**config.mk**
```make
export PLATFORM = sky130hd
export DESIGN_NAME = tcs_div
export DESIGN_NICKNAME = d
export VERILOG_FILES = /design/src/hdl/tcs_pkg.sv /design/src/hdl/tcs_div.sv
export SDC_FILE = /design/constraint.sdc
export NUM_CORES = 1
export LEC_CHECK = 0
export ABC_CLOCK_PERIOD_IN_PS = 7900
export BUFFER_PORTS_ARGS = -buffer_cell sky130_fd_sc_hd__buf_2
export CORE_ASPECT_RATIO = 0.8
export CORE_MARGIN = 4
export CORE_UTILIZATION = 55
export CTS_CLUSTER_DIAMETER = 50
export DETAILED_ROUTE_END_ITERATION = 16
export GPL_TIMING_DRIVEN = 1
export PLACE_DENSITY = 0.74
export SLEW_MARGIN = 20
export SYNTH_ARGS = -nofsm -noshare
export SYNTH_HDL_FRONTEND = slang
export SYNTH_SLANG_ARGS = --single-unit
```
**constraint.sdc**
```tcl
create_clock -name clk -period 7.9 [get_ports clk]
set_clock_uncertainty 0.15 [all_clocks]
set_input_delay 1.58 -clock clk [delete_from_list [all_inputs] [get_ports clk]]
set_output_delay 1.58 -clock clk [all_outputs]
set_load 0.01 [all_outputs]
```
**src/hdl/tcs_pkg.sv**
```systemverilog
// Shared constants, types and helpers of the triangle transform, cull and shade block.
package tcs_pkg;

  localparam int SCREEN_WIDTH  = 256;
  localparam int SCREEN_HEIGHT = 240;
  localparam int SHADE_STEPS   = 13;

  localparam int SIZE_MAX = (SCREEN_WIDTH > SCREEN_HEIGHT) ? SCREEN_WIDTH : SCREEN_HEIGHT;
  // Signed width that holds the screen size.
  localparam int SZ_W  = $clog2(SIZE_MAX + 1) + 1;
  localparam int T_W   = 34;
  localparam int NUM_W = T_W + SZ_W;
  localparam int NW    = NUM_W - 15;
  localparam int RW    = (NW > 33) ? NW : 33;

  localparam int XF_STAGES  = 4;
  localparam int DIV_STAGES = 9;
  localparam int DIV_FIRST  = 7;
  localparam int NSTAGE     = DIV_FIRST + DIV_STAGES + 1;
  localparam int NLANE      = 6;

  localparam logic [2:0] REG_COS_Z   = 3'd0;
  localparam logic [2:0] REG_SIN_Z   = 3'd1;
  localparam logic [2:0] REG_COS_X   = 3'd2;
  localparam logic [2:0] REG_SIN_X   = 3'd3;
  localparam logic [2:0] REG_Z_OFF   = 3'd4;
  localparam logic [2:0] REG_PROJ_X  = 3'd5;
  localparam logic [2:0] REG_PROJ_Y  = 3'd6;

  typedef struct packed {
    logic signed [15:0] cos_z;
    logic signed [15:0] sin_z;
    logic signed [15:0] cos_x;
    logic signed [15:0] sin_x;
    logic signed [15:0] z_offset;
  } rot_cfg_t;

  function automatic logic signed [15:0] sat16(input logic signed [63:0] v);
    logic signed [15:0] res;
    if (v > 64'sd32767) begin
      res = 16'sh7fff;
    end else if (v < -64'sd32768) begin
      res = 16'sh8000;
    end else begin
      res = v[15:0];
    end
    return res;
  endfunction

endpackage

```
**src/hdl/tcs_div.sv**
```systemverilog
// Pipelined restoring divider, two quotient bits per stage after the loading stage, with signed 16-bit saturation.
module tcs_div import tcs_pkg::*; (
  input  logic                  clk,
  input  logic [DIV_STAGES-1:0] en,
  input  logic [NW-1:0]         num,
  input  logic [15:0]           den,
  input  logic                  neg,
  output logic signed [15:0]    q
);

  localparam int LAST = DIV_STAGES - 1;

  logic [RW-1:0] r_r   [DIV_STAGES];
  logic [15:0]   d_r   [DIV_STAGES];
  logic [15:0]   q_r   [DIV_STAGES];
  logic          ovf_r [DIV_STAGES];
  logic          neg_r [DIV_STAGES];
  logic [15:0]   qm;

  function automatic logic [RW+1:0] step2(input logic [RW-1:0] r, input logic [15:0] d,
                                          input int b);
    logic [RW-1:0] dh, dl, r1, r2;
    logic          b1, b0;
    dh = RW'(d) << b;
    dl = RW'(d) << (b - 1);
    b1 = (r >= dh);
    r1 = b1 ? (r - dh) : r;
    b0 = (r1 >= dl);
    r2 = b0 ? (r1 - dl) : r1;
    return {b1, b0, r2};
  endfunction

  always_ff @(posedge clk) begin
    if (en[0]) begin
      r_r[0]   <= RW'(num);
      d_r[0]   <= den;
      q_r[0]   <= '0;
      neg_r[0] <= neg;
      // A quotient of 2^16 or more saturates whatever the sign.
      ovf_r[0] <= (RW'(num) >= (RW'(den) << 16));
    end
    for (int j = 1; j < DIV_STAGES; j++) begin
      if (en[j]) begin
        logic [RW+1:0] st;
        st       = step2(r_r[j-1], d_r[j-1], 17 - 2 * j);
        r_r[j]   <= st[RW-1:0];
        d_r[j]   <= d_r[j-1];
        q_r[j]   <= q_r[j-1] | (16'(st[RW+1:RW]) << (16 - 2 * j));
        neg_r[j] <= neg_r[j-1];
        ovf_r[j] <= ovf_r[j-1];
      end
    end
  end

  always_comb begin
    qm = q_r[LAST];
    if (!neg_r[LAST]) begin
      q = (ovf_r[LAST] || qm[15]) ? 16'sh7fff : $signed(qm);
    end else begin
      q = (ovf_r[LAST] || (qm[15] && (qm[14:0] != 15'd0))) ? 16'sh8000
                                                           : $signed(16'(~qm + 16'd1));
    end
  end

endmodule

```
==> reports/metrics.yaml, run 1 <==
antenna_found_initial: 3
worst_pin_slew_ns: 1.09
critPathBufInv: 4
cp-end-kind: "flip-flop"
cp_num_cells: 24
crit_type: "reg2reg"
yosysTopAreaCell: "edfxtp_1"
rows: 80
start_util: 0.560
cp_max_fo: 26
grt_usage: 0.260
reg2reg_depth: 24
total_power_uw: 15600
async_flop_share: 0
cts_setup_buffers: 0
reg2reg_to: "r_r[0][87]"
synth.avg_cell_area_um2: 10.1
status: "finished, final reports clean"
cts.sinks: 478
synthTopCellsByArea: "edfxtp_1, ha_1, xnor2_1, a21oi_1, nor2_1"
crit_required_ns: 8.02
cp_slowest_cell: "a2111oi_0"
numCtsBuffers: 56
hold_ws_ns: 0.265
post-dp-hpwl_um: 69300
cts_resized: 0
clkLatencyLatePin_ns: 0.62
yosys_warnings: 0
max_freq_mhz: 137
drive_gt1_frac: 0.0958
nNetsFinal: 3750
hold_path_class: "reg2reg"
slew_violations: 0
drt_first_iter_violations: 2137
ir_worst_vdd_v: 0.000322
fin_crit_sh: 0.927
cpLargestDelayFamily: "compound AO/OA/AOI/OAI gates"
worst_slack_ns: 0.578
ys_seq_area_frac: 0.426
synth_ff_type: "edfxtp_1"
start_kind: "flip-flop"
ant_nets: 0
finalCriticalPeriod_ns: 7.32
vias: 26100
nFillCells: 4868
syn_to_final_growth_pct: 9.33
synth.distinct_cells: 105
ys_seq_elements: 478
clk_pin_slew_ns: 0.06
synth_area_mm2: 0.0337
dieArea_mm2: 0.0653
yosys-top-cells-count: "edfxtp_1, ha_1, nor2_1"
power_density_mw_per_mm2: 423
netlist.area_leader.share: 0.426
fin_cells: 4277
cts_tree: "built"
cts_hold_buf: 0
crit_end: "r_r[0][87]"
dp_slack_ns: 0.812
grt_overflow: 0
synth.most_common_cell: "edfxtp_1"
vias_per_cell: 6.10
crit_arrival_ns: 7.44
worst_slew_margin_rel: 0.266
grt_max_degree: 66
power.leakage_uw: 0.0145
synth_cells: 3337
grt_pass1_wl_um: 137000
gp_congestion: 0.978
route.detailed.drc: 0
drt_pre_antenna_iters: 6
grt_pass1_vias: 25200
grt_setup_unrepaired: "no"
synth_fp_nets: 3676
port_buffers: 71
clock-root-buffer: "clkbuf_16"
htreeDepth: 2
routed_wl_um: 87200
path_cells: "inv_1, ha_1, inv_1, fa_1, a21o_1, a21oi_1, o21ai_0, a31o_2, a21oi_1, and2_1, inv_1, nand2_1, nand2_1, ha_1, o21a_1, o21ai_0, a21oi_1, o211ai_1, a21oi_1, a2111oi_0, o21ai_0, nor3_2, buf_4, o21ai_0"
cts_buffer_depth: 3
setup_violations: 0
final.setup.tns_ns: 0
fp.dieH_um: 229
slowest_delay_ns: 0.70
die_w_um: 285
startpoint: "r_r[0][46]"
reg2reg_setup_slack_ns: 0.58
wl_per_cell_um: 20.4
coreArea_mm2: 0.0602
place_inst: 4173
hold_viol_final: 0
io_pins: 72
synth_edf_count: 478
reg2reg_from: "r_r[0][46]"
cap_violations: 0
-- cell families (layout without fill, tap and decap cells) --
logic type,after synthesis,in the layout,synth area share
buffers and inverters,325,444,0.0381
flip-flops,478,478,0.426
XOR/XNOR,279,279,0.0726
other,0,1,0
multiplexers,103,103,0.0349
AND/OR/NAND/NOR,1001,1001,0.153
AO/OA/AOI/OAI,868,868,0.167
adder cells (fa/ha/maj),283,283,0.108
-- sequential cells by signal, indices dropped and copies added (netlist names) --
signal  cells
d_r       128
q_r        72
ovf_r       9
neg_r       9
r_r       260
-- routing by layer --
layer | routed length, um | global-route usage | vias to the layer above | share of wire
met4 | 2670 | 0.0816 | 0 | 0.031
met2 | 36700 | 0.393 | 955 | 0.42
met5 | 0 | 0 | - | 0
met1 | 40300 | 0.376 | 12400 | 0.46
li1 | - | - | 12600 | -
met3 | 7530 | 0.0542 | 160 | 0.086
-- worst reg2reg max path: cells and delay by family, from the launching register on --
| kind | cells | cell delay, ns |
|---|---|---|
| AOI/OAI and AO/OA | 13 | 3.73 |
| adders and majority gates | 3 | 0.90 |
| buffers and inverters | 4 | 0.80 |
| DFF | 1 | 0.38 |
| and+or+nand+nor | 4 | 1.01 |
-- power breakdown --
group	internal [uW]	total (uW)	switching [uW]
registers	3690	4210	516
logic	3810	8720	4910
clock network	1550	2650	1110
total	9050	15600	6530
-- cells in the final DEF (no fill, tap or decap), types with 88 or more instances in the layout --
master    netlist  routed
a21oi_1       249     249
a21o_1        103     103
o21ai_0       192     192
nand2_1       236     236
nor2_1        261     261
inv_1         238     238
edfxtp_1      478     478
ha_1          268     268
xnor2_1       191     191
xor2_1         88      88
-- how the worst min path moves through the flow --
stage                            from     endpoint  slack, ns  depth (start not counted)
after floorplan           neg_r[0][0]  neg_r[0][1]       0.25                          0
after global placement    q_r[0][126]  q_r[0][142]       0.25                          0
after detailed placement  neg_r[0][5]  neg_r[0][6]       0.25                          0
after CTS                 neg_r[0][5]  neg_r[0][6]       0.27                          0
after global routing         ovf_r[2]     ovf_r[3]       0.27                          0
final                      q_r[0][63]   q_r[0][79]       0.26                          0
-- stage by stage --
stage / utilization / cell area (um^2)
floorplan: - / 33700
global placement: 0.580 / 34900
detailed placement: 0.580 / 34900
CTS: 0.612 / 36800
global route: 0.612 / 36800
finish: 0.612 / 36800
-- cell type report --
cell class	instances	area, um^2	area share
inverters	242	908	0.0247
flip-flops and latches	478	14400	0.390
diodes	1	2.50	0.0000680
repair buffers	99	568	0.0154
clock inverters	42	470	0.0128
well taps	820	1030	0.0279
multi-input cells	2534	18000	0.490
clock buffers	61	1440	0.0391
No activity file was read; power rests on OpenSTA's default activity.
==> inputs of run 2 (changes only) <==
Settings changed: CELL_PAD_IN_SITES_DETAIL_PLACEMENT set to 1, CELL_PAD_IN_SITES_GLOBAL_PLACEMENT set to 1, CORE_UTILIZATION 55 to 51, GPL_TIMING_DRIVEN 1 to 0, PLACE_DENSITY 0.74 to 0.84.
==> reports/metrics.yaml, run 2 (synthesis gave the netlist of run 1 again) <==
status: "finished, final reports clean"  # unchanged
setup_violations: 0  # unchanged
routed_wl_um: 104000  # was 87200 um
syn_to_final_growth_pct: 9.87  # was 9.33%
slowest_delay_ns: 0.54  # was 0.70 ns
grt_max_degree: 66  # unchanged
worst_slew_margin_rel: 0.261  # was 0.266
p_seq_frac: 0.263  # was 0.270
coreArea_mm2: 0.0648  # was 0.0602 mm^2
most-common-layout-cells: "edfxtp_1, ha_1, nor2_1, a21oi_1, inv_1"  # unchanged
vias_per_cell: 6.25  # was 6.10
critPathBufInv: 6  # was 4
die_w_um: 295  # was 285 um
reg2reg_from: "r_r[0][170]"  # was r_r[0][46]
reg_top3: "r_r x260, d_r x128, q_r x72"  # unchanged
seq_area_mm2: 0.0144  # unchanged
worst_pin_slew_ns: 1.09  # about the same
crit_required_ns: 8.09  # was 8.02 ns
post-dp-hpwl_um: 80300  # was 69300 um
reg2reg_to: "r_r[0][202]"  # was r_r[0][87]
port_buffers: 71  # unchanged
cp_max_fo: 10  # was 26
hold_path_class: "reg2reg"  # unchanged
power_density_mw_per_mm2: 426  # was 423 mW/mm^2
drt_first_iter_violations: 1843  # was 2137
drt_pre_antenna_iters: 5  # was 6
start_util: 0.520  # was 0.560
power.leakage_uw: 0.0146  # was 0.0145 uW
fp.dieH_um: 238  # was 229 um
clock-root-buffer: "clkbuf_16"  # unchanged
clkLatencyLatePin_ns: 0.62  # about the same
dr_wl_met3_um: 4580  # was 7530 um
start_kind: "flip-flop"  # unchanged
rows: 83  # was 80
largest_reg_flops: 260  # unchanged
htreeDepth: 2  # unchanged
antenna_found_initial: 5  # was 3
max_freq_mhz: 133  # was 137 MHz
startpoint: "r_r[0][170]"  # was r_r[0][46]
wl_met1_um: 44600  # was 40300 um
swShare: 0.437  # was 0.419
crit_end: "r_r[0][202]"  # was r_r[0][87]
total_power_uw: 15700  # was 15600 uW
cts_hold_buf: 0  # unchanged
reg2reg_depth: 27  # was 24
nFillCells: 7102  # was 4868
regMostFlops: "r_r"  # unchanged
grt_overflow: 0  # unchanged
fin_crit_sh: 0.954  # was 0.927
cts.sinks: 478  # unchanged
cp-end-kind: "flip-flop"  # unchanged
crit_type: "reg2reg"  # unchanged
slew_violations: 0  # unchanged
vias: 27300  # was 26100
grt_pass1_wl_um: 163000  # was 137000 um
cts_buffer_depth: 3  # unchanged
nNetsFinal: 3811  # was 3750
cts_tree: "built"  # unchanged
numCtsBuffers: 53  # was 56
wl_per_cell_um: 23.8  # was 20.4 um
finalCriticalPeriod_ns: 7.54  # was 7.32 ns
hold_viol_final: 0  # unchanged
cp_num_cells: 27  # was 24
p_int_uw: 8860  # was 9050 uW
dieArea_mm2: 0.0702  # was 0.0653 mm^2
gp_congestion: 0.945  # was 0.978
top_layer_used: "met5"  # was met4
crit_arrival_ns: 7.72  # was 7.44 ns
final.setup.tns_ns: 0  # unchanged
clock_power_share: 0.154  # was 0.170
drive_gt1_frac: 0.0984  # was 0.0958
ant_nets: 0  # unchanged
wl_met2_um: 51000  # was 36700 um
io_pins: 72  # unchanged
cap_violations: 0  # unchanged
reg2reg_setup_slack_ns: 0.36  # was 0.58 ns
hp-start: "ovf_r[1]"  # was q_r[0][63]
cp_slowest_cell: "clkbuf_1"  # was a2111oi_0
cpLargestDelayFamily: "compound AO/OA/AOI/OAI gates"  # unchanged
route.detailed.drc: 0  # unchanged
combPwrFrac: 0.583  # was 0.560
final_common_cell: "edfxtp_1"  # unchanged
netSwitchingPower_uw: 6890  # was 6530 uW
ir_worst_vdd_v: 0.000250  # was 0.000322 V
grt_usage: 0.291  # was 0.260
grt_pass1_vias: 28800  # was 25200
multi_input_area_mm2: 0.0181  # was 0.0180 mm^2
clk_pin_slew_ns: 0.07  # was 0.06 ns
==> run 2: timing repair <==
action                                  CTS  global route
resized for setup                         4            19
buffers inserted                          5             4
pin swaps                                 2             3
endpoints found under the setup margin   38           122
==> run 2: worst min-delay path by stage <==
stage	to	slack, ns	cells after the start
2_1_floorplan	neg_r[0][1]	0.25	0
3_3_place_gp	neg_r[0][5]	0.25	0
3_5_place_dp	q_r[0][118]	0.26	0
4_1_cts	neg_r[0][6]	0.27	0
5_1_grt	neg_r[0][1]	0.28	0
6_report	ovf_r[2]	0.27	0
==> run 2: metrics by stage <==
| step | utilization | hold WS, ns | setup slack [ns] | instances | cell area, um^2 |
|---|---|---|---|---|---|
| detailed placement | 0.543 | 0.256 | -0.407 | 4260 | 35200 |
| floorplan | - | 0.250 | 1.43 | 3337 | 33700 |
| finish | 0.571 | 0.266 | 0.364 | 4369 | 37000 |
| global placement | 0.542 | 0.251 | 0.136 | 4258 | 35100 |
| global route | 0.571 | 0.280 | -0.00577 | 4368 | 37000 |
| CTS | 0.570 | 0.268 | 0.0319 | 4362 | 36900 |
==> run 2: area by class of cell <==
class | instances | share of cell area
Sequential cell | 478 | 0.388
Clock inverter | 40 | 0.00940
Buffer | 80 | 0.0100
Timing Repair Buffer | 83 | 0.0137
Clock buffer | 59 | 0.0365
Multi-Input combinational cell | 2534 | 0.489
Tap cell | 850 | 0.0287
Antenna cell | 3 | 0.000203
Inverter | 242 | 0.0245
==> run 2: power groups by stage <==
stage	logic (uW)	registers (uW)	clock network (uW)
final	9180	4140	2430
after global routing	10100	4170	2580
after CTS	9040	4130	2470
after detailed placement	8890	4180	0
after global placement	8430	4160	0
after floorplan	6800	3940	0
==> run 2: metal layers <==
layer / track usage / up-vias
met5: 0 / -
met1: 0.382 / 13700
li1: - / 12700
met3: 0.0336 / 222
met2: 0.505 / 741
met4: 0.0972 / 2
